<file path="src/rmq_pkg.sv">
`timescale 1ns / 1ps
// Shared constants for the rotation matrix to quaternion pipeline.
// No dependencies; every other file in src refers to this package by scoped names.
package rmq_pkg;

  localparam int FRAC_BITS          = 14;
  localparam int ONE_Q              = 1 << FRAC_BITS;
  localparam int DEF_SAMPLE_WIDTH   = 16;
  localparam int QUAT_WIDTH         = 16;
  localparam int QW_WIDTH           = 15;
  localparam int DIV_STEPS          = 16;
  localparam int DIV_LAT            = DIV_STEPS + 1;

  // Which quaternion component owns the square root.
  localparam logic [1:0] OWN_W = 2'd0;
  localparam logic [1:0] OWN_X = 2'd1;
  localparam logic [1:0] OWN_Y = 2'd2;
  localparam logic [1:0] OWN_Z = 2'd3;

endpackage

</file>
<file path="src/rmq_div.sv">
`timescale 1ns / 1ps
// One division lane: round((n << 14) / (2 root)) on the magnitude, restoring
// division over sixteen stages, saturated to one and signed. Depends on rmq_pkg.
module rmq_div #(
  parameter int NUMW = 17,
  parameter int RTW  = 17
) (
  input  logic                                       clk_i,
  input  logic                                       rst_ni,
  input  logic                                       en_i,
  input  logic                                       valid_i,
  input  logic signed [NUMW-1:0]                     num_i,
  input  logic [RTW-1:0]                             root_i,
  output logic                                       valid_o,
  output logic signed [rmq_pkg::QUAT_WIDTH-1:0]      q_o
);

  localparam int STEPS = rmq_pkg::DIV_STEPS;
  localparam int QW    = rmq_pkg::QUAT_WIDTH;
  localparam int DVW   = NUMW + rmq_pkg::FRAC_BITS + 1;
  localparam int DSW   = RTW + 1 + STEPS;
  localparam int CW    = ((DVW > DSW) ? DVW : DSW) + 1;
  localparam logic [QW-1:0] ONE_V = QW'(rmq_pkg::ONE_Q);

  logic              vld_q [0:STEPS];
  logic [CW-1:0]     rem_q [0:STEPS];
  logic [STEPS-1:0]  quo_q [0:STEPS];
  logic [RTW:0]      den_q [0:STEPS];
  logic              neg_q [0:STEPS];

  logic [NUMW-1:0] mag;
  assign mag = num_i[NUMW-1] ? NUMW'(-num_i) : num_i;

  always_ff @(posedge clk_i or negedge rst_ni) begin
    if (!rst_ni) begin
      vld_q[0] <= 1'b0;
    end else if (en_i) begin
      vld_q[0] <= valid_i;
    end
  end

  // Adding the root (half the divisor) rounds the quotient to nearest.
  always_ff @(posedge clk_i) begin
    if (en_i) begin
      rem_q[0] <= {{(CW - NUMW - rmq_pkg::FRAC_BITS){1'b0}}, mag,
                   {rmq_pkg::FRAC_BITS{1'b0}}} + {{(CW - RTW){1'b0}}, root_i};
      quo_q[0] <= '0;
      den_q[0] <= {root_i, 1'b0};
      neg_q[0] <= num_i[NUMW-1];
    end
  end

  for (genvar s = 0; s < STEPS; s++) begin : g_step
    localparam int B = STEPS - 1 - s;
    logic [CW-1:0]    dsh;
    logic             ge;
    logic [CW-1:0]    rem_d;
    logic [STEPS-1:0] quo_d;

    always_comb begin
      dsh   = {{(CW - RTW - 1){1'b0}}, den_q[s]} << B;
      ge    = rem_q[s] >= dsh;
      rem_d = ge ? rem_q[s] - dsh : rem_q[s];
      quo_d = quo_q[s] | ({{(STEPS - 1){1'b0}}, ge} << B);
    end

    always_ff @(posedge clk_i or negedge rst_ni) begin
      if (!rst_ni) begin
        vld_q[s+1] <= 1'b0;
      end else if (en_i) begin
        vld_q[s+1] <= vld_q[s];
      end
    end

    always_ff @(posedge clk_i) begin
      if (en_i) begin
        rem_q[s+1] <= rem_d;
        quo_q[s+1] <= quo_d;
        den_q[s+1] <= den_q[s];
        neg_q[s+1] <= neg_q[s];
      end
    end
  end

  // A quotient with its top bit set is already beyond one, so it saturates.
  logic [QW-1:0] qmag;
  assign qmag    = (QW'(quo_q[STEPS]) > ONE_V) ? ONE_V : QW'(quo_q[STEPS]);
  assign q_o     = neg_q[STEPS] ? -$signed(qmag) : $signed(qmag);
  assign valid_o = vld_q[STEPS];

endmodule

</file>
<file path="config.mk">
export PLATFORM = sky130hd
export DESIGN_NAME = rmq_div
export DESIGN_NICKNAME = d
export VERILOG_FILES = /design/src/rmq_pkg.sv /design/src/rmq_div.sv
export SDC_FILE = /design/constraint.sdc
export NUM_CORES = 2
export LEC_CHECK = 0
export BUFFER_PORTS_ARGS = -buffer_cell sky130_fd_sc_hd__clkbuf_2
export CORE_ASPECT_RATIO = 1.25
export CORE_UTILIZATION = 58
export DETAILED_ROUTE_END_ITERATION = 16
export PLACE_DENSITY_LB_ADDON = 0.2
export SYNTH_ARGS = -nofsm -noshare
export SYNTH_HDL_FRONTEND = slang
export SYNTH_SLANG_ARGS = --single-unit
</file>
<file path="constraint.sdc">
create_clock -name clk_i -period 3.6 [get_ports clk_i]
set_clock_uncertainty 0.1 [all_clocks]
set_input_delay 0 -clock clk_i [delete_from_list [all_inputs] [get_ports clk_i]]
set_output_delay 0 -clock clk_i [all_outputs]
set_load 0.02 [all_outputs]
</file>
==> summary.log <==
[power] share of power burned in combinational logic 0.335
[cells_and_area] number of fill cells in the layout 5667
[drt] DRT Pass-1 Iters 5
[logic_synthesis] Syn Inst Count 3974
[logic_synthesis] Async S/R FF share, synth 0.0199
[cells_and_area] area used by sequential logic in the layout 0.0255 mm2
[global_routing] global-route wire length before repair 156000 um
[setup_path] CP max FO 6
[power] pwr/cell area 704 mW/mm2
[setup_path] R2R cell count 10
[clocking] total clock sinks 853
[sta] Tightest Pin Transition 0.855 ns
[hold_path] number of stages on the worst hold path 2
[cells_and_area] diode insertion count for antenna repair 0
[global_routing] number of antenna violations at the first check in global routing 0
[placed_design] number of buffers inserted by port buffering 54
[logic_synthesis] post-synthesis instance area 0.0458 mm2
[setup_path] reg-to-reg critical path startpoint rem_q[0][400]
[sta] Final period util 0.972
[drt] total via count in the routed design 31200
[logic_synthesis] most frequently used flop master after synthesis sky130_fd_sc_hd__edfxtp_1
[setup_path] critical-path cell list ha_1 -> and3_1 -> nand2_1 -> or4_4 -> nor4_4 -> or4b_4 -> a22oi_1 -> a211o_1 -> or3_1 -> xnor2_1
[setup_path] path type of the worst setup path flop to flop
[clocking] Longest Clk Path Bufs 3
[setup_path] worst path required time 3.89 ns
[placed_design] pre-CTS setup slack -0.406 ns
[setup_path] slowest library cell on the worst path sky130_fd_sc_hd__or4_4
[logic_synthesis] top cell type's share of synthesized area 0.548
[drt] Residual DRC 0
[cells_and_area] utilization of the core after routing 0.676
[sta] worst hold slack after final layout 0.0607 ns
[die] die width 253 um
[logic_synthesis] total of flip-flops plus latches after synthesis 853
[logic_synthesis] Synth area leader sky130_fd_sc_hd__edfxtp_1
[power] net switching share of the total power 0.323
[power] power dissipated by switching net loads 12000 uW
[die] IO Pins 55
[setup_path] endpoint of the worst setup timing path rem_q[0][450]
[global_routing] vias in the first global route 31600
[setup_path] max incr delay on CP 0.47 ns
[die] core region area 0.0777 mm2
[logic_synthesis] main area contributors after synthesis sky130_fd_sc_hd__edfxtp_1, sky130_fd_sc_hd__ha_1, sky130_fd_sc_hd__xnor2_1, sky130_fd_sc_hd__xor2_1, sky130_fd_sc_hd__a21oi_1
[power] internal power summed over all cells 25100 uW
[die] height of the chip 316 um
[drt] number of DRC markers in iteration 0 1718
[power] proportion of power drawn by the clock network 0.256
[setup_path] data arrival time of the critical path 3.79 ns
[drt] number of nets still failing antenna checks after routing 0
[cells_and_area] nets@finish 4604
[drt] detail-routed via count per cell 5.79
[sta] Max-slew headroom 0.424
[die] die outline area 0.0801 mm2
[setup_path] reg-to-reg setup timing slack 0.1 ns
[hold_path] Worst Hold Class input pin to flop
[logic_synthesis] sequential element share of the synthesized area 0.557
[clocking] clk root buf sky130_fd_sc_hd__clkbuf_16
[placed_design] placer's final routability congestion estimate 0.926
[setup_path] CP startpoint kind flop
[drt] average wire length per cell after detail routing 18.2 um
[cells_and_area] ratio of cells with drive above 1 in the final layout 0.121
[die] placement row count 114
[clocking] clock insertion delay at the later pin of the skew report 0.66 ns
[logic_synthesis] number of enable-type register cells in the synthesized netlist 836
[logic_synthesis] synthesized area per cell 11.5 um2
[sta] clock period minus worst slack 3.50 ns
[drt] WL final 98200 um
[run] number of maximum-capacitance violations 0
[power] Reg power frac 0.409
[sta] maximum frequency from static timing analysis 286 MHz
[clocking] clock tree from TritonCTS yes
[power] peak ir drop on the vdd network 416 uV
[outcome] result of the run finished clean
[setup_path] category of the worst setup path capture point flop
[sta] count of final setup violators 0
[logic_synthesis] yosys synthesis warning count 0
[cells_and_area] Synth-to-Final Area Change 14.8%
[sta] setup total negative slack 0 ns
[sta] number of pins with negative max-slew slack in the final report 0
[global_routing] pin count of the biggest net entering global routing 113
[global_routing] Tot GR Track Use 0.247
[clocking] TritonCTS buffer count 86
[sta] Final WS setup 0.0990 ns
[cells_and_area] multi-input gate area in the final layout 0.0190 mm2
[placed_design] post-detail-place hpwl 71300 um
[logic_synthesis] Synth Net Count 4303
[global_routing] overflow left after global routing 0
[sta] Fin. Hold Viols 0
[logic_synthesis] Netlist cell types 82
[die] initial cell density of the core 0.589
[clocking] Clock Pin Slew Worst Setup and Hold Paths 0.06 ns
[clocking] deepest level of the CTS H-tree 3
[setup_path] critical register-to-register path endpoint rem_q[0][450]
[power] total leakage power 0.0205 uW
[power] Final Power 37000 uW
[setup_path] launching instance or port of the critical path rem_q[0][400]
[worst max-delay path, delay by kind of cell, from the launching register on]
kind / cells / cell delay (ns)
DFF: 1 / 0.39
AOI/OAI and AO/OA: 2 / 0.48
and+or+nand+nor: 6 / 1.74
adders and majority gates: 1 / 0.39
xor gates and xnor gates: 1 / 0.14
[registers in the layout (all words and copies together) (netlist names)]
signal / count
den_q: 126
neg_q: 17
quo_q: 136
rem_q: 557
valid_o: 1
vld_q: 16
[layout make-up]
cell class | count | share of cell area
multi-input cells | 2706 | 0.362
repair buffers | 285 | 0.0456
clock buffers | 101 | 0.0428
inverters | 343 | 0.0245
well taps | 1044 | 0.0248
clock inverters | 61 | 0.0149
flip-flops and latches | 853 | 0.485
[stage by stage]
stage | instances | cell area, um2
6_report | 5393 | 52600
5_1_grt | 5393 | 52600
4_1_cts | 5384 | 52300
3_5_place_dp | 5155 | 48500
3_3_place_gp | 5155 | 48500
2_1_floorplan | 3974 | 45800
[layout by cell type, fill, tap and decap left out, types with 18 or more instances in the layout]
master,n
sky130_fd_sc_hd__xnor2_1,180
sky130_fd_sc_hd__o31ai_1,30
sky130_fd_sc_hd__a211oi_1,28
sky130_fd_sc_hd__nand3_1,59
sky130_fd_sc_hd__clkbuf_16,87
sky130_fd_sc_hd__a31oi_1,25
sky130_fd_sc_hd__edfxtp_1,836
sky130_fd_sc_hd__nand2b_1,64
sky130_fd_sc_hd__inv_1,342
sky130_fd_sc_hd__nor2_1,281
sky130_fd_sc_hd__nand2_1,264
sky130_fd_sc_hd__or3_1,43
sky130_fd_sc_hd__clkbuf_2,49
sky130_fd_sc_hd__nor3_1,100
sky130_fd_sc_hd__nor4_1,56
sky130_fd_sc_hd__buf_4,150
sky130_fd_sc_hd__or4_1,20
sky130_fd_sc_hd__mux2_2,71
sky130_fd_sc_hd__and2_1,19
sky130_fd_sc_hd__xor2_1,161
sky130_fd_sc_hd__nor2b_1,45
sky130_fd_sc_hd__dlygate4sd3_1,66
sky130_fd_sc_hd__o21a_1,45
sky130_fd_sc_hd__and3_1,18
sky130_fd_sc_hd__o21bai_1,21
sky130_fd_sc_hd__ha_1,273
sky130_fd_sc_hd__a21o_1,95
sky130_fd_sc_hd__a21oi_1,256
sky130_fd_sc_hd__nand4_1,42
sky130_fd_sc_hd__o21ai_0,225
[timing repair]
item | CTS | global route
pin swaps | 1 | 19
buffers inserted | 1 | 9
setup endpoints to repair | 49 | 104
resized for setup | 14 | 62
hold buffers | 66 | 0
endpoints found under the hold margin | 174 | 0
[layer usage]
metal / part of all wire / GRT usage / vias up / wire length (um)
li1: - / - / 15300 / -
met1: 0.37 / 0.256 / 15000 / 36200
met2: 0.54 / 0.476 / 720 / 52900
met3: 0.033 / 0.0249 / 303 / 3210
met4: 0.059 / 0.149 / 0 / 5800
met5: 0 / 0 / - / 0
[logic make-up after synthesis]
logic type,count (synthesis),share of synthesized area
compound gates,874,0.119
flops,853,0.557
buf+inv,415,0.0346
xor+xnor,341,0.0652
mux,75,0.0183
simple gates,1124,0.123
other cells,1,0.0000819
fa+ha+maj,291,0.0821
[cell usage after synthesis (all sizes together), types with 21 or more instances]
cell    number
edfxtp     836
inv        343
nor2       283
ha         275
nand2      266
a21oi      262
o21ai      229
xnor2      180
xor2       161
nor3       106
a21o        95
mux2        71
nand2b      64
nor4        63
clkbuf      61
nand3       61
nor2b       47
or3         46
o21a        45
nand4       42
o31ai       36
a211oi      29
a31oi       27
or4         24
o21bai      21
[power groups by stage]
stage	Sequential [uW]	Clock, uW	Combinational (uW)
3_5_place_dp	15300	0	12000
5_1_grt	15300	9990	13800
4_1_cts	15100	9640	12200
3_3_place_gp	15200	0	11700
2_1_floorplan	14700	0	9010
6_report	15100	9460	12400
[how the worst min path moves through the flow]
stage,slack [ns],start,end
2_1_floorplan,-0.40,rst_ni,valid_o
3_3_place_gp,-0.16,rst_ni,vld_q[16]
3_5_place_dp,-0.14,rst_ni,valid_o
4_1_cts,0.03,num_i[16],neg_q[0][0]
5_1_grt,0.06,root_i[16],den_q[0][17]
6_report,0.06,root_i[16],den_q[0][17]
No activity file was read; power rests on OpenSTA's default activity.
