==> config.mk <==
export PLATFORM = sky130hd
export DESIGN_NAME = rmq_sqrt
export DESIGN_NICKNAME = d
export VERILOG_FILES = /design/src/rmq_pkg.sv /design/src/rmq_sqrt.sv
export SDC_FILE = /design/constraint.sdc
export NUM_CORES = 1
export LEC_CHECK = 0
export ABC_CLOCK_PERIOD_IN_PS = 4700
export BUFFER_PORTS_ARGS = -buffer_cell sky130_fd_sc_hd__buf_2
export CORE_MARGIN = 2
export CORE_UTILIZATION = 36
export DETAILED_ROUTE_END_ITERATION = 8
export MAX_ROUTING_LAYER = met4
export SLEW_MARGIN = 5
export SYNTH_ARGS = -nofsm -noshare
export SYNTH_HDL_FRONTEND = slang
export SYNTH_SLANG_ARGS = --single-unit
==> constraint.sdc <==
create_clock -name clk_i -period 4.7 [get_ports clk_i]
set_clock_uncertainty 0.2 [all_clocks]
set_input_delay 0.235 -clock clk_i [delete_from_list [all_inputs] [get_ports clk_i]]
set_output_delay 0.235 -clock clk_i [all_outputs]
set_load 0.01 [all_outputs]
==> src/rmq_pkg.sv <==
`timescale 1ns / 1ps
// Shared constants for the rotation matrix to quaternion pipeline.
// No dependencies; every other file in src refers to this package by scoped names.
package rmq_pkg;

  localparam int FRAC_BITS          = 14;
  localparam int ONE_Q              = 1 << FRAC_BITS;
  localparam int DEF_SAMPLE_WIDTH   = 16;
  localparam int QUAT_WIDTH         = 16;
  localparam int QW_WIDTH           = 15;
  localparam int DIV_STEPS          = 16;
  localparam int DIV_LAT            = DIV_STEPS + 1;

  // Which quaternion component owns the square root.
  localparam logic [1:0] OWN_W = 2'd0;
  localparam logic [1:0] OWN_X = 2'd1;
  localparam logic [1:0] OWN_Y = 2'd2;
  localparam logic [1:0] OWN_Z = 2'd3;

endpackage

==> src/rmq_sqrt.sv <==
`timescale 1ns / 1ps
// Pipelined integer square root of (rad << 14), one root bit per stage,
// with a sideband word carried alongside. Depends on rmq_pkg.
module rmq_sqrt #(
  parameter int RADU = 19,
  parameter int SBW  = 8,
  parameter int RTW  = (RADU + rmq_pkg::FRAC_BITS + 1) / 2
) (
  input  logic            clk_i,
  input  logic            rst_ni,
  input  logic            en_i,
  input  logic            valid_i,
  input  logic [RADU-1:0] rad_i,
  input  logic [SBW-1:0]  side_i,
  output logic            valid_o,
  output logic [RTW-1:0]  root_o,
  output logic [SBW-1:0]  side_o
);

  localparam int NW = 2 * RTW;
  localparam logic [NW:0] ONE_B = {{NW{1'b0}}, 1'b1};

  logic            vld_q  [0:RTW];
  logic [NW:0]     rem_q  [0:RTW];
  logic [RTW-1:0]  root_q [0:RTW];
  logic [SBW-1:0]  side_q [0:RTW];

  always_ff @(posedge clk_i or negedge rst_ni) begin
    if (!rst_ni) begin
      vld_q[0] <= 1'b0;
    end else if (en_i) begin
      vld_q[0] <= valid_i;
    end
  end

  always_ff @(posedge clk_i) begin
    if (en_i) begin
      rem_q[0]  <= {{(NW + 1 - RADU - rmq_pkg::FRAC_BITS){1'b0}}, rad_i,
                    {rmq_pkg::FRAC_BITS{1'b0}}};
      root_q[0] <= '0;
      side_q[0] <= side_i;
    end
  end

  for (genvar s = 0; s < RTW; s++) begin : g_step
    localparam int I = RTW - 1 - s;
    logic [NW:0]    test;
    logic           ge;
    logic [NW:0]    rem_d;
    logic [RTW-1:0] root_d;

    always_comb begin
      test   = ({{(NW + 1 - RTW){1'b0}}, root_q[s]} << (I + 1)) + (ONE_B << (2 * I));
      ge     = rem_q[s] >= test;
      rem_d  = ge ? rem_q[s] - test : rem_q[s];
      root_d = root_q[s] | ({{(RTW - 1){1'b0}}, ge} << I);
    end

    always_ff @(posedge clk_i or negedge rst_ni) begin
      if (!rst_ni) begin
        vld_q[s+1] <= 1'b0;
      end else if (en_i) begin
        vld_q[s+1] <= vld_q[s];
      end
    end

    always_ff @(posedge clk_i) begin
      if (en_i) begin
        rem_q[s+1]  <= rem_d;
        root_q[s+1] <= root_d;
        side_q[s+1] <= side_q[s];
      end
    end
  end

  assign valid_o = vld_q[RTW];
  assign root_o  = root_q[RTW];
  assign side_o  = side_q[RTW];

endmodule

==> impl_metrics.py, run 1 <==
metrics = {
    "power_and_ir_drop": {
        "power_w": 0.0164,
        "peakVddDrop_mv": 0.241,
        "p_leak_nw": 13.8,
        "power.density_nw_per_um2": 442,
    },
    "die": {
        "core_area_um2": 89900,
        "start_util": 0.362,
        "placementRows": 110,
        "ios": 57,
        "die-height_um": 305,
        "die_w_um": 305,
        "die-area_um2": 92900,
    },
    "grt": {
        "grt_first_pass_wirelength_um": 99100,
        "grt_max_degree": 109,
        "antenna_found_initial": 0,
        "grt_overflow": 0,
        "grt_pass1_vias": 19697,
        "grt_util_all_layers": 0.133,
    },
    "setup_path": {
        "critPathLaunchType": "register",
        "rr_worst_depth": 7,
        "cp-startpoint": "rem_q[13][21]",
        "r2r_start": "rem_q[13][21]",
        "critical_path_required_ps": 4850,
        "setup.worst_path.class": "reg2reg",
        "critical_path_arrival_ps": 3860,
        "worst-path-max-fanout": 25,
        "rr_endpoint": "rem_q[14][8]",
        "r2r_setup_slack_ps": 980,
        "end_kind": "register",
    },
    "synthesis": {
        "yosysSeqAreaShare": 0.647,
        "post_synth.cell_area_avg_um2": 13.3,
        "synth_ff_type": "edfxtp_1",
        "yosys-top-cells-area": "edfxtp_1 63%, ha_1 5.9%, xor2_1 3.1%, xnor2_1 2.7%, inv_1 2.3%",
        "yosysUniqueCellTypes": 77,
        "yosysWarnings": 0,
        "synth_most_common_cell": "edfxtp_1",
        "synth_seq_cells": 705,
        "synth_common_cells": "687 x edfxtp_1, 197 x inv_1, 163 x nor2_1",
        "yosysTopAreaCell": "edfxtp_1",
        "netlist_area_um2": 32600,
        "yosysTopAreaCellShare": 0.633,
        "synth-edff-count": 687,
        "syn_inst": 2450,
        "async_flop_share": 0.0255,
    },
    "timing": {
        "drv_slew": 0,
        "period_share": 0.791,
        "timing.hold.ws_ps": -15.7,
        "hold_viol": 5,
        "setup_tns_ps": 0,
        "tightest_slew_ps": 991,
        "fmax_mhz": 269,
        "layout_setup_ws_ps": 982,
        "slew_headroom": 0.331,
        "period_needed_ps": 3720,
        "setup_viol": 0,
        "rsz0062_at_grt": "false",
    },
    "min_path": {
        "hold_end": "side_q[5][4]",
        "hold_class": "in2reg",
        "hold_start": "en_i",
        "min_path_cells": 1,
    },
    "routing": {
        "drc": 0,
        "wl_um": 60000,
        "vias": 19108,
        "wl_per_cell_um": 15.7,
        "drt-vias-per-instance": 4.99,
        "drt_iter0_markers": 1316,
        "ant_nets": 0,
        "dr.pass1.iters": 6,
    },
    "clock_tree": {
        "cts-root-buf": "clkbuf_16",
        "post_cts_buffers": 0,
        "cts_tree": "yes",
        "clk_pin_slew_worst_paths_ps": 60,
        "insertion_delay_ps": 610,
        "htreeDepth": 3,
        "post_cts_resized": 0,
        "cts_hold_buf": 30,
        "cts_buffers": 74,
        "clock-sinks": 705,
        "clock_path_buffers": 3,
    },
    "placement": {
        "dpl.hpwl_um": 42200,
        "gp_congestion": 0.916,
        "port_buffers": 56,
        "place_ws_ps": 961,
    },
    "run_status": {
        "outcome": "complete, but fails checks",
        "violations": "hold timing",
    },
    "cells_and_area": {
        "diodes": 0,
        "fillers": 8122,
        "areaGrowthSynthToFinish_pct": 14.2,
        "drive_gt1_frac": 0.0988,
        "nets": 2784,
    },
    "job": {
        "max-cap-violations": 0,
    },
}
[cell usage in the layout, fill, tap and decap left out, types with 35 or more instances in the layout]
cell type,count
nor2_1,163
buf_2,55
nor4_1,51
nor3_1,63
clkbuf_16,80
nand3_1,35
a21o_1,35
ha_1,153
or3_1,37
inv_1,197
xnor2_1,99
edfxtp_1,687
a21oi_1,121
xor2_1,116
o21ai_0,105
nand2_1,135
[critical path: stages (launching register included)]
cell and delay, ps:
edfxtp_1 450, or4_1 540, or3_1 430, nor4_1 460
nand2_1 120, o21ai_2 750, inv_1 190, mux2_2 320
[metal layers]
| layer | share of wire | track usage |
|---|---|---|
| met5 | 0 | - |
| met3 | 0.038 | 0.0208 |
| met4 | 0.031 | 0.0482 |
| met1 | 0.43 | 0.158 |
| met2 | 0.50 | 0.230 |
[report_power, final]
part | total, W | leakage (nW) | internal (W) | switching (W)
combinational | 0.00225 | 5.88 | 0.000970 | 0.00128
sequential | 0.00822 | 6.72 | 0.00777 | 0.000451
clock | 0.00598 | 1.23 | 0.00362 | 0.00236
[flip-flops by register name, summed over array words and instances (netlist names)]
| name | cells |
|---|---|
| vld_q | 17 |
| side_q | 144 |
| valid_o | 1 |
| root_q | 153 |
| rem_q | 390 |
[through the flow]
stage	utilization	cells	cell area, um^2
after floorplan	-	2451	32600
after global placement	0.382	3663	34400
after detailed placement	0.382	3663	34400
after CTS	0.414	3827	37200
after global routing	0.414	3828	37200
final	0.414	3828	37200
[worst max path at each step]
stage | slack, ps | cells after the start | endpoint
after CTS | 970 | 7 | rem_q[14][8]
after detailed placement | 960 | 7 | rem_q[14][8]
final | 980 | 7 | rem_q[14][8]
after global routing | 720 | 7 | rem_q[14][8]
after global placement | 1050 | 7 | rem_q[14][8]
after floorplan | 1460 | 9 | rem_q[14][30]
[cell families after synthesis]
family,Yosys count,synth area share
AOI/OAI and AO/OA,434,0.0849
xor gates and xnor gates,215,0.0578
adders and majority gates,159,0.0625
buffers and inverters,239,0.0291
DFF,705,0.647
muxes,40,0.0136
other,1,0.000115
and+or+nand+nor,657,0.105
[final cells by class]
class / count / area, um^2 / area share
clock inverters: 41 / 463 / 0.0124
flip-flops and latches: 705 / 21100 / 0.567
clock buffers: 93 / 2060 / 0.0554
repair buffers: 108 / 818 / 0.0220
inverters: 198 / 743 / 0.0200
well taps: 1176 / 1470 / 0.0396
multi-input cells: 1507 / 10600 / 0.284
No activity file was read; power rests on OpenSTA's default activity.
==> run 2: changes to the inputs <==
--- a/config.mk
+++ b/config.mk
@@ -5,7 +5,7 @@
 export SDC_FILE = /design/constraint.sdc
 export NUM_CORES = 1
 export LEC_CHECK = 0
-export ABC_CLOCK_PERIOD_IN_PS = 4700
+export ABC_CLOCK_PERIOD_IN_PS = 3700
 export BUFFER_PORTS_ARGS = -buffer_cell sky130_fd_sc_hd__buf_2
 export CORE_MARGIN = 2
 export CORE_UTILIZATION = 36
==> constraint.sdc (replaced) <==
create_clock -name clk_i -period 3.7 [get_ports clk_i]
set_clock_uncertainty 0.2 [all_clocks]
set_input_delay 0.185 -clock clk_i [delete_from_list [all_inputs] [get_ports clk_i]]
set_output_delay 0.185 -clock clk_i [all_outputs]
set_load 0.01 [all_outputs]
==> impl_metrics.py, run 2 (synthesis results as in run 1) <==
metrics = {
    "clock_tree": {
        "clock_path_buffers": 3,
        "cts-root-buf": "clkbuf_16",
        "clk_pin_slew_worst_paths_ps": 60,
        "cts_buffers": 76,
        "htreeDepth": 3,
        "cts_tree": "yes",
        "insertion_delay_ps": 650,
        "post_cts_buffers": 0,
        "clock-sinks": 705,
    },
    "placement": {
        "port_buffers": 56,
        "dpl.hpwl_um": 42200,
        "gp_congestion": 0.918,
    },
    "cells_and_area": {
        "nets": 2797,
        "final_cell_mix": "687 x edfxtp_1, 197 x inv_1, 163 x nor2_1, 153 x ha_1, 135 x nand2_1",
        "largest_reg_flops": 390,
        "largestRegisters": "rem_q: 390 flops, root_q: 153 flops, side_q: 144 flops",
        "areaGrowthSynthToFinish_pct": 14.0,
        "finish.utilization": 0.413,
        "drive_gt1_frac": 0.0998,
        "diodes": 0,
        "regMostFlops": "rem_q",
        "final_common_cell": "edfxtp_1",
    },
    "die": {
        "start_util": 0.362,
        "die-area_um2": 92900,
        "die-height_um": 305,
        "die_w_um": 305,
        "ios": 57,
        "placementRows": 110,
        "core_area_um2": 89900,
    },
    "timing": {
        "tightest_slew_ps": 844,
        "setup_viol": 0,
        "hold_viol": 0,
        "period_needed_ps": 3480,
        "slew_headroom": 0.435,
        "drv_slew": 0,
        "period_share": 0.940,
        "fmax_mhz": 287,
        "setup_tns_ps": 0,
        "rsz0062_at_grt": "false",
    },
    "routing": {
        "vias": 19336,
        "wl_per_cell_um": 15.6,
        "ant_nets": 0,
        "dr.pass1.iters": 5,
        "drt_iter0_markers": 1149,
        "wl_um": 59800,
        "drc": 0,
        "drt-vias-per-instance": 5.04,
    },
    "grt": {
        "grt_pass1_vias": 19833,
        "grt_overflow": 0,
        "grt_max_degree": 91,
        "grt_util_all_layers": 0.132,
        "antenna_found_initial": 0,
        "grt_first_pass_wirelength_um": 98200,
    },
    "setup_path": {
        "cp-startpoint": "rem_q[13][8]",
        "worst-path-max-fanout": 3,
        "r2r_start": "rem_q[13][8]",
        "critical_path_required_ps": 3860,
        "end_kind": "register",
        "critPathLaunchType": "register",
        "r2r_setup_slack_ps": 220,
        "crit_end": "rem_q[14][30]",
        "setup.worst_path.class": "reg2reg",
        "rr_worst_depth": 9,
        "rr_endpoint": "rem_q[14][30]",
        "critical_path_arrival_ps": 3640,
    },
    "power_and_ir_drop": {
        "power.density_nw_per_um2": 549,
        "peakVddDrop_mv": 0.373,
        "p_leak_nw": 13.8,
    },
    "run_status": {
        "outcome": "completed",
    },
    "min_path": {
        "hold_class": "in2reg",
    },
    "job": {
        "max-cap-violations": 0,
    },
}
-- run 2: cell types whose count changed in the layout (fill, tap and decap cells not counted), moves of 2 or more --
cell / previous run / this run
buf_4: 17 / 23
bufinv_16: 9 / 3
clkinv_2: 10 / 15
clkinv_8: 1 / 5
clkbuf_1: 12 / 15
clkbuf_16: 80 / 77
dlygate4sd3_1: 30 / 33
buf_12: 5 / 7
clkinv_1: 15 / 17
inv_16: 2 / 0
-- run 2: timing repair --
item	in CTS	in global routing
resized for setup	0	0
endpoints found under the hold margin	113	0
hold buffers	33	0
-- run 2: worst min path at each step --
stage               from            to  depth (start not counted)
6_report       side_i[4]  side_q[0][4]                          2
5_1_grt        side_i[4]  side_q[0][4]                          2
4_1_cts        side_i[2]  side_q[0][2]                          2
3_5_place_dp      rst_ni     vld_q[17]                          1
3_3_place_gp      rst_ni       valid_o                          1
2_1_floorplan     rst_ni       valid_o                          0
-- run 2: cell type report --
cell class | count | area (um^2)
Clock buffer | 92 | 1980
Clock inverter | 43 | 357
Fill cell | 8149 | 52700
Inverter | 198 | 743
Multi-Input combinational cell | 1507 | 10600
Sequential cell | 705 | 21100
Tap cell | 1176 | 1470
Timing Repair Buffer | 119 | 933
-- run 2: worst max-delay path: stages, from the launching register on --
cell      delay, ps
edfxtp_1        400
ha_1            240
fa_1            410
a21o_1          210
a31oi_1         300
a21oi_1         200
o311a_1         430
or4_1           440
nor4_1          280
xor2_1          110
-- run 2: per-layer routing --
| layer | part of all wire | up-vias | GRT usage |
|---|---|---|---|
| li1 | - | 9462 | - |
| met1 | 0.41 | 9268 | 0.147 |
| met2 | 0.51 | 461 | 0.235 |
| met3 | 0.038 | 145 | 0.0253 |
| met4 | 0.034 | 0 | 0.0511 |
| met5 | 0 | - | - |
-- run 2: where the power goes --
group | total (W) | internal (W) | switching [W]
logic | 0.00289 | 0.00125 | 0.00165
registers | 0.0104 | 0.00987 | 0.000572
clock network | 0.00706 | 0.00404 | 0.00302
total | 0.0204 | 0.0152 | 0.00523
-- run 2: metrics by stage --
| stage | instance area (um^2) | cells | total power [W] | setup slack, ps | hold WS [ps] |
|---|---|---|---|---|---|
| after CTS | 37100 | 3840 | 0.0207 | 264 | 4.94 |
| after floorplan | 32600 | 2451 | 0.0125 | 463 | -311 |
| final | 37100 | 3840 | 0.0204 | 221 | 54.7 |
| after global placement | 34500 | 3672 | 0.0133 | 280 | -81.9 |
| after detailed placement | 34500 | 3672 | 0.0134 | 261 | -72.1 |
| after global routing | 37100 | 3840 | 0.0214 | 6.70 | 12.3 |
