$ cat src/rmq_pkg.sv
`timescale 1ns / 1ps
// Shared constants for the rotation matrix to quaternion pipeline.
// No dependencies; every other file in src refers to this package by scoped names.
package rmq_pkg;

  localparam int FRAC_BITS          = 14;
  localparam int ONE_Q              = 1 << FRAC_BITS;
  localparam int DEF_SAMPLE_WIDTH   = 16;
  localparam int QUAT_WIDTH         = 16;
  localparam int QW_WIDTH           = 15;
  localparam int DIV_STEPS          = 16;
  localparam int DIV_LAT            = DIV_STEPS + 1;

  // Which quaternion component owns the square root.
  localparam logic [1:0] OWN_W = 2'd0;
  localparam logic [1:0] OWN_X = 2'd1;
  localparam logic [1:0] OWN_Y = 2'd2;
  localparam logic [1:0] OWN_Z = 2'd3;

endpackage

$ cat src/rmq_front.sv
`timescale 1ns / 1ps
// Front end: trace, branch choice, clamped radicand and the three numerators.
// Two register stages. Depends on rmq_pkg.
module rmq_front #(
  parameter int SW = rmq_pkg::DEF_SAMPLE_WIDTH
) (
  input  logic                 clk_i,
  input  logic                 rst_ni,
  input  logic                 en_i,
  input  logic                 valid_i,
  input  logic signed [SW-1:0] m00_i,
  input  logic signed [SW-1:0] m01_i,
  input  logic signed [SW-1:0] m02_i,
  input  logic signed [SW-1:0] m10_i,
  input  logic signed [SW-1:0] m11_i,
  input  logic signed [SW-1:0] m12_i,
  input  logic signed [SW-1:0] m20_i,
  input  logic signed [SW-1:0] m21_i,
  input  logic signed [SW-1:0] m22_i,
  output logic                 valid_o,
  output logic [SW+2:0]        rad_o,
  output logic [1:0]           own_o,
  output logic signed [SW:0]   na_o,
  output logic signed [SW:0]   nb_o,
  output logic signed [SW:0]   nc_o
);

  localparam int RADS = SW + 4;
  localparam int RADU = SW + 3;
  localparam logic signed [RADS-1:0] ONE_R = RADS'(rmq_pkg::ONE_Q);
  localparam logic signed [RADS-1:0] ONE_LSB = RADS'(1);

  logic                 v1_q;
  logic signed [SW+1:0] t_q;
  logic                 gt01_q, gt02_q, gt12_q;
  logic signed [SW-1:0] m00_q, m11_q, m22_q;
  logic signed [SW:0]   d21_12_q, d02_20_q, d10_01_q, s01_q, s02_q, s12_q;

  function automatic logic signed [SW:0] ext1(input logic signed [SW-1:0] v);
    ext1 = {v[SW-1], v};
  endfunction

  function automatic logic signed [RADS-1:0] ext4(input logic signed [SW-1:0] v);
    ext4 = {{4{v[SW-1]}}, v};
  endfunction

  always_ff @(posedge clk_i or negedge rst_ni) begin
    if (!rst_ni) begin
      v1_q <= 1'b0;
    end else if (en_i) begin
      v1_q <= valid_i;
    end
  end

  always_ff @(posedge clk_i) begin
    if (en_i) begin
      t_q      <= {{2{m00_i[SW-1]}}, m00_i} + {{2{m11_i[SW-1]}}, m11_i}
                  + {{2{m22_i[SW-1]}}, m22_i};
      gt01_q   <= m00_i > m11_i;
      gt02_q   <= m00_i > m22_i;
      gt12_q   <= m11_i > m22_i;
      m00_q    <= m00_i;
      m11_q    <= m11_i;
      m22_q    <= m22_i;
      d21_12_q <= ext1(m21_i) - ext1(m12_i);
      d02_20_q <= ext1(m02_i) - ext1(m20_i);
      d10_01_q <= ext1(m10_i) - ext1(m01_i);
      s01_q    <= ext1(m01_i) + ext1(m10_i);
      s02_q    <= ext1(m02_i) + ext1(m20_i);
      s12_q    <= ext1(m12_i) + ext1(m21_i);
    end
  end

  logic [1:0]            own_d;
  logic signed [RADS-1:0] rad_s;
  logic [RADU-1:0]       rad_d;
  logic signed [SW:0]    na_d, nb_d, nc_d;

  always_comb begin
    priority if (t_q > 0) begin
      own_d = rmq_pkg::OWN_W;
    end else if (gt01_q && gt02_q) begin
      own_d = rmq_pkg::OWN_X;
    end else if (gt12_q) begin
      own_d = rmq_pkg::OWN_Y;
    end else begin
      own_d = rmq_pkg::OWN_Z;
    end
    unique case (own_d)
      rmq_pkg::OWN_W: begin
        rad_s = {{2{t_q[SW+1]}}, t_q} + ONE_R;
        na_d  = d21_12_q;
        nb_d  = d02_20_q;
        nc_d  = d10_01_q;
      end
      rmq_pkg::OWN_X: begin
        rad_s = ONE_R + ext4(m00_q) - ext4(m11_q) - ext4(m22_q);
        na_d  = d21_12_q;
        nb_d  = s01_q;
        nc_d  = s02_q;
      end
      rmq_pkg::OWN_Y: begin
        rad_s = ONE_R + ext4(m11_q) - ext4(m00_q) - ext4(m22_q);
        na_d  = d02_20_q;
        nb_d  = s01_q;
        nc_d  = s12_q;
      end
      default: begin
        rad_s = ONE_R + ext4(m22_q) - ext4(m00_q) - ext4(m11_q);
        na_d  = d10_01_q;
        nb_d  = s02_q;
        nc_d  = s12_q;
      end
    endcase
    // A radicand below one LSB is clamped to one LSB.
    if (rad_s < ONE_LSB) begin
      rad_d = RADU'(1);
    end else begin
      rad_d = rad_s[RADU-1:0];
    end
  end

  always_ff @(posedge clk_i or negedge rst_ni) begin
    if (!rst_ni) begin
      valid_o <= 1'b0;
    end else if (en_i) begin
      valid_o <= v1_q;
    end
  end

  always_ff @(posedge clk_i) begin
    if (en_i) begin
      rad_o <= rad_d;
      own_o <= own_d;
      na_o  <= na_d;
      nb_o  <= nb_d;
      nc_o  <= nc_d;
    end
  end

endmodule

$ cat config.mk
export PLATFORM = sky130hd
export DESIGN_NAME = rmq_front
export DESIGN_NICKNAME = d
export VERILOG_FILES = /design/src/rmq_pkg.sv /design/src/rmq_front.sv
export SDC_FILE = /design/constraint.sdc
export NUM_CORES = 1
export LEC_CHECK = 0
export ABC_AREA = 1
export BUFFER_PORTS_ARGS = -buffer_cell sky130_fd_sc_hd__buf_2
export CORE_MARGIN = 2
export CORE_UTILIZATION = 55
export CTS_CLUSTER_SIZE = 28
export DETAILED_ROUTE_END_ITERATION = 7
export PLACE_DENSITY = 0.8
export REMOVE_ABC_BUFFERS = 1
export SLEW_MARGIN = 15
export SYNTH_ARGS = -nofsm -noshare
export SYNTH_HDL_FRONTEND = slang
export SYNTH_SLANG_ARGS = --single-unit
$ cat constraint.sdc
create_clock -name clk_i -period 3.35 [get_ports clk_i]
set_clock_uncertainty 0.2 [all_clocks]
set_input_delay 1.005 -clock clk_i [delete_from_list [all_inputs] [get_ports clk_i]]
set_output_delay 1.005 -clock clk_i [all_outputs]
set_load 0.05 [all_outputs]
==> results of run 1 <==
## worst min-delay path: stages (launching register included)
cell      delay [ns]
edfxtp_1        0.32
nand2_1         0.05
nand2_1         0.04
## routing by layer
| layer | track usage | routed length (um) | part of all wire | vias to the layer above |
|---|---|---|---|---|
| li1 | - | - | - | 8840 |
| met1 | 0.365 | 23300 | 0.37 | 8684 |
| met2 | 0.607 | 32600 | 0.52 | 644 |
| met3 | 0.0403 | 3410 | 0.055 | 149 |
| met4 | 0.142 | 2940 | 0.047 | 0 |
| met5 | 0 | 0 | 0 | - |
## where the power goes
group | leakage [nW] | total [mW] | internal (mW) | switching, mW
clock | 0.389 | 2.77 | 1.53 | 1.23
sequential | 2.39 | 4.36 | 4.11 | 0.249
combinational | 10.5 | 8.48 | 3.31 | 5.17
total | 13.2 | 15.6 | 8.95 | 6.66
## final timing paths
kind                               startpoint                 endpoint  slack [ns]  cells after the start
max                        m00_q[2]$_DFFE_PP_  rad_o[15]$_SDFFCE_PP0P_       -0.57                     22
min                        s12_q[1]$_DFFE_PP_        nc_o[1]$_DFFE_PP_        0.31                      2
max reg2reg                m00_q[2]$_DFFE_PP_  rad_o[15]$_SDFFCE_PP0P_       -0.57                     22
min reg2reg                s12_q[1]$_DFFE_PP_        nc_o[1]$_DFFE_PP_        0.31                      2
max in group asynchronous              rst_ni         v1_q$_DFFE_PN0P_        2.28                      2
min in group asynchronous              rst_ni      valid_o$_DFFE_PN0P_        0.57                      2
## per-stage QoR
stage / power [mW] / hold slack, ns / worst slack, ns / instances
finish: 15.6 / 0.309 / -0.571 / 3394
global route: 16.6 / 0.328 / -0.735 / 3393
CTS: 15.3 / 0.311 / -0.523 / 3387
detailed placement: 12.3 / 0.296 / -0.799 / 3325
global placement: 12.1 / 0.295 / -0.742 / 3325
floorplan: 9.05 / 0.278 / -2.10 / 2320
## synthesized netlist by cell type (14+ instances only)
| library cell | instances |
|---|---|
| nand3_1 | 147 |
| a22oi_1 | 17 |
| o21ai_1 | 14 |
| xor2_1 | 93 |
| nor2_1 | 94 |
| a21oi_1 | 177 |
| o21ai_0 | 40 |
| edfxtp_1 | 240 |
| clkbuf_1 | 36 |
| nor2_2 | 15 |
| inv_1 | 474 |
| nor3_1 | 21 |
| fa_1 | 74 |
| ha_1 | 262 |
| o22ai_1 | 16 |
| o211ai_1 | 20 |
| nand2_1 | 462 |
## area by class of cell
class | count | area, sq um
fillers | 2877 | 11000
diodes | 2 | 5.00
clock inverters | 18 | 109
flip-flops and latches | 242 | 7260
well taps | 468 | 586
multi-input cells | 1598 | 11500
clock buffers | 29 | 683
inverters | 482 | 1810
repair buffers | 555 | 3700
## cell usage in the layout (no fill, tap or decap), types with 18 or more instances in the layout
cell	netlist	layout
a21oi_1	177	175
buf_2	9	219
buf_4	0	327
clkbuf_16	0	27
edfxtp_1	240	240
fa_1	74	64
ha_1	262	250
inv_1	474	461
nand2_1	462	448
nand2_2	4	18
nand3_1	147	140
nor2_1	94	84
nor2_2	15	21
nor3_1	21	21
o211ai_1	20	20
o21ai_0	40	35
xor2_1	93	93
## logic make-up (layout without fill, tap and decap cells)
family / count (synthesis) / in the layout / share of synthesized area
fa+ha+maj: 336 / 336 / 0.232
other cells: 1 / 3 / 0.000183
compound gates: 362 / 362 / 0.105
flops: 242 / 242 / 0.353
xor+xnor: 102 / 102 / 0.0435
simple gates: 795 / 797 / 0.166
buf+inv: 535 / 1084 / 0.100
## state kept, by name, summed over array words and instances, names as in the netlist
name      count
rad_o        19
t_q          18
d02_20_q     17
d10_01_q     17
d21_12_q     17
na_o         17
nb_o         17
nc_o         17
m00_q        16
m11_q        16
m22_q        16
s01_q        16
s02_q        16
s12_q        16
own_o         2
gt01_q        1
gt02_q        1
gt12_q        1
v1_q          1
valid_o       1
## what timing repair did
| action | in CTS | in global routing |
|---|---|---|
| cloned | 2 | 0 |
| setup buffers | 12 | 5 |
| endpoints found under the hold margin | 2 | 0 |
| hold buffers | 1 | 0 |
| pin swaps | 18 | 20 |
| endpoints found under the setup margin | 21 | 28 |
| resized for setup | 47 | 44 |
==> impl_metrics.csv, run 1 <==
group,metric,value,unit
floorplan,die_x,197,um
global_route,grt_pass1_wl,97100,um
pwr,power.density,608,nW/um^2
synthesis,netlist_area,20500,sq um
detailed_routing,first_pass_iters,5,
synthesis,ys_seq_area_frac,0.353,
floorplan,io_pins,221,
worst_hold_path,hp-class,"register to register",
synthesis,ys_warn_count,0,
sta,finalHoldViolCount,0,
placement,place_area,24400,sq um
placement,io_buffers,220,
pwr,p_leak,13.2,nW
cells_and_area,drive_gt1_frac,0.246,
floorplan,rows,70,
global_route,track_usage,0.323,
detailed_routing,vias,18300,
detailed_routing,drt_iter0_markers,1364,
floorplan,die_h,197,um
clock_network,h-tree-depth,1,
detailed_routing,wire_per_inst,18.3,um
status,outcome,"finished, violations left",
clock_network,clock_sinks,242,
status,failed_checks,"setup timing",
global_route,grt_max_degree,59,
setup_path,required,3.48,ns
clock_network,cts_root_buffer,"clkbuf_16",
sta,relSlewSlack,0.521,
cells_and_area,final_util,0.700,
clock_network,cts_tree,"built",
synthesis,synth_largest_area_cell,"edfxtp_1",
setup_path,critPathKind,"register to register",
setup_path,cp-start-kind,"register",
sta,setup_violations,18,
synthesis,synth.avg_cell_area,8.65,sq um
sta,fmax,0.255,GHz
detailed_routing,ant_nets,0,
global_route,grt_antenna_before_repair,4,
synthesis,synth_edf_count,240,
floorplan,start_util,0.559,
sta,worst_slack,-0.571,ns
setup_path,arrival,4.05,ns
clock_network,clk_latency,0.57,ns
setup_path,crit_family,"adder cells",
synthesis,yosys.area.top_type_share,0.351,
sta,slew_viol_final,0,
floorplan,dieArea,38900,sq um
placement,dp_hpwl,50700,um
global_route,grt_pass1_vias,18800,
flow_run,max_cap_violations,0,
detailed_routing,routed_wirelength,62300,um
synthesis,synth.top_cells.by_area,"edfxtp_1 35%, ha_1 16%, inv_1 8.7%",
synthesis,async_flop_share,0.00826,
global_route,grt.overflow.total,0,
detailed_routing,vias_per_cell,5.40,
sta,layout_min_cycle_time,3.92,ns
cells_and_area,fin_area,25700,sq um
clock_network,numCtsBuffers,27,
cells_and_area,area_delta_synth_final,25.1,%
clock_network,clk_pin_slew_worst_paths,0.06,ns
setup_path,worst-path-buf-inv,4,
setup_path,critPathMaxFanout,8,
synthesis,synthFlopType,"edfxtp_1",
detailed_routing,drcViolationCount,0,
sta,rsz0062_at_grt,"yes",
cells_and_area,fin_nets,3390,
sta,fin_crit_sh,1.17,
synthesis,synthCells,2373,
synthesis,yosysUniqueCellTypes,56,
placement,gp_congestion,0.973,
setup_path,setup.worst_path.end_class,"register",
setup_path,crit_slowest_cell,"fa_1",
sta,worst_slew_pin_slew,0.718,ns
synthesis,synth-seq-cells,242,
clock_network,max-clock-path-buffers,3,
pwr,ir_drop,0.423,mV
setup_path,crit_chain,"inv_2 -> fa_1 -> inv_4 -> ha_4 -> ha_4 -> inv_2 -> fa_2 -> inv_2 -> nand2_1 -> nand2_1 -> nor2_2 -> nor2_2 -> nor2_1 -> nand2_1 -> nor2_1 -> nand3_1 -> nor2_2 -> nand3_2 -> nor2_4 -> nand3_4 -> nand2_8 -> nor2_4",
floorplan,coreArea,36700,sq um
setup_path,cpPeakStageDelay,0.59,ns
sta,tns,-9.91,ns
Power figures use the tool's default switching activity.
==> inputs of run 2 (changes only) <==
CORE_ASPECT_RATIO = 0.8   (was unset)
==> run 2 against run 1 <==
  * The run still ends with setup timing left
  * Combinational power rose by 3.1%
  * Largest cell class unchanged
  * Fmax shrank 1.3%
  * Routed wire length grew 2.2%
  * Via count rose by 0.37%
  * Critical endpoint is now rad_o[16]$_SDFFCE_PP0P_
  * Register-to-register slack worse by 0.05 ns
  * Cell count increased by 0.15%
  * Power grew 3.3%
  * Critical path depth fell by 4
==> impl_metrics.csv, run 2 (synthesis gave the netlist of run 1 again) <==
group,metric,value,unit
status,outcome,"finished, violations left",
status,failed_checks,"setup timing",
cells_and_area,fill_cells,2852,
sta,finalHoldViolCount,0,
pwr,power.density,625,nW/um^2
global_route,grt_antenna_before_repair,3,
detailed_routing,first_pass_iters,6,
floorplan,coreArea,36900,sq um
global_route,grtUsageMet3,0.0782,
sta,slew_viol_final,0,
placement,io_buffers,220,
clock_network,h-tree-depth,1,
cells_and_area,area_delta_synth_final,25.6,%
pwr,total_power,16.1,mW
sta,tns,-10.85,ns
global_route,track_usage,0.325,
detailed_routing,drcViolationCount,0,
cells_and_area,largestRegisters,"rad_o: 19 flops, t_q: 18 flops",
sta,layout_min_cycle_time,3.97,ns
clock_network,clock_sinks,242,
floorplan,io_pins,221,
worst_hold_path,hp-class,"register to register",
floorplan,die_x,220,um
worst_hold_path,hold_path_depth,2,
cells_and_area,top_register,"rad_o",
setup_path,critPathKind,"register to register",
global_route,globalRouteMet1Util,0.482,
placement,gp_congestion,1.06,
sta,worst_slew_pin_slew,0.529,ns
clock_network,numCtsBuffers,26,
cells_and_area,final_cell_mix,"464 x inv_1, 445 x nand2_1, 315 x buf_4",
setup_path,arrival,4.10,ns
global_route,grt.overflow.total,0,
clock_network,cts_tree,"built",
clock_network,clk_pin_slew_worst_paths,0.06,ns
sta,setup_violations,18,
cells_and_area,largest_reg_flops,19,
setup_path,ff2ff_setup_slack,-0.62,ns
global_route,grt_pass1_vias,17800,
detailed_routing,drt_iter0_markers,1705,
clock_network,clk_latency,0.57,ns
global_route,grt_use_met2,0.462,
flow_run,max_cap_violations,0,
floorplan,dieArea,38900,sq um
cells_and_area,layout_commonest_cell,"inv_1",
setup_path,r2r-start,"m00_q[13]$_DFFE_PP_",
sta,worst_slack,-0.621,ns
setup_path,required,3.48,ns
cells_and_area,drive_gt1_frac,0.250,
sta,rsz0062_at_grt,"yes",
detailed_routing,vias,18400,
setup_path,setup.worst_path.end_class,"register",
clock_network,max-clock-path-buffers,3,
detailed_routing,ant_nets,0,
worst_hold_path,holdPathEnd,"nc_o[3]$_DFFE_PP_",
floorplan,start_util,0.557,
pwr,p_leak,13.2,nW
sta,fmax,0.252,GHz
sta,fin_crit_sh,1.19,
detailed_routing,routed_wirelength,63600,um
cells_and_area,fin_nets,3376,
setup_path,critPathMaxFanout,8,
floorplan,rows,63,
setup_path,worstReg2RegEnd,"rad_o[16]$_SDFFCE_PP0P_",
pwr,ir_drop,0.580,mV
global_route,grt_pass1_wl,96200,um
setup_path,reg2reg_depth,18,
cells_and_area,final_util,0.699,
global_route,grt_max_degree,58,
setup_path,cp-start-kind,"register",
floorplan,die_h,177,um
worst_hold_path,worstHoldStart,"s12_q[3]$_DFFE_PP_",
clock_network,cts_root_buffer,"clkbuf_16",
detailed_routing,wire_per_inst,18.7,um
global_route,busiest_layer,"met1",
detailed_routing,vias_per_cell,5.41,
placement,dp_hpwl,51900,um
sta,relSlewSlack,0.647,
-- run 2: stage by stage --
step | instance area (sq um) | std cells | setup slack [ns] | hold WS, ns
finish | 25800 | 3399 | -0.621 | 0.325
global placement | 24400 | 3337 | -0.887 | 0.292
detailed placement | 24400 | 3337 | -0.893 | 0.304
global route | 25800 | 3399 | -0.820 | 0.336
floorplan | 20300 | 2320 | -2.10 | 0.278
CTS | 25500 | 3393 | -0.545 | 0.327
-- run 2: worst max-delay path: stages, from the launching register on --
cell and delay (ns):
edfxtp_1 0.50, buf_4 0.19, fa_1 0.42, inv_1 0.08, fa_2 0.48, ha_4 0.31, inv_1 0.06, o21bai_1 0.22
nand3_1 0.10, nand2_1 0.09, a21oi_2 0.04, nand3_1 0.09, nand3_1 0.10, nand2_1 0.14, nand2_1 0.08, nor2_2 0.16
nand3_4 0.21, nand2_8 0.21, nor2_4 0.04
-- run 2: where the power goes --
group	internal (mW)	switching, mW	total (mW)	leakage (nW)
logic	3.43	5.31	8.74	10.4
registers	4.12	0.344	4.46	2.39
clock network	1.66	1.25	2.91	0.415
-- run 2: area by class of cell --
cell class | instances | area (sq um) | share of cell area
inverters | 482 | 1810 | 0.0702
well taps | 487 | 609 | 0.0236
flip-flops and latches | 242 | 7260 | 0.281
multi-input cells | 1598 | 11700 | 0.452
clock buffers | 28 | 658 | 0.0255
repair buffers | 542 | 3590 | 0.139
clock inverters | 19 | 193 | 0.00747
diodes | 1 | 2.50 | 0.0000970
-- run 2: how the worst max path moves through the flow --
stage,startpoint,endpoint
floorplan,t_q[14]$_DFFE_PP_,rad_o[4]$_SDFFCE_PP0P_
global placement,t_q[14]$_DFFE_PP_,rad_o[2]$_SDFFCE_PP0P_
detailed placement,t_q[0]$_DFFE_PP_,rad_o[4]$_SDFFCE_PP0P_
CTS,m00_q[0]$_DFFE_PP_,rad_o[7]$_SDFFCE_PP0P_
global route,m00_q[13]$_DFFE_PP_,rad_o[16]$_SDFFCE_PP0P_
finish,m00_q[13]$_DFFE_PP_,rad_o[16]$_SDFFCE_PP0P_
-- run 2: per-layer routing --
layer,part of all wire,wire (um)
met5,0.0016,103
met4,0.036,2280
met3,0.10,6530
met2,0.41,26100
met1,0.45,28600
-- run 2: what timing repair did --
item | CTS | global route
endpoints found under the hold margin | 1 | 0
resized for setup | 51 | 63
setup endpoints to repair | 52 | 27
pin swaps | 12 | 28
hold buffers | 1 | 0
cloned | 2 | 0
setup buffers | 6 | 5
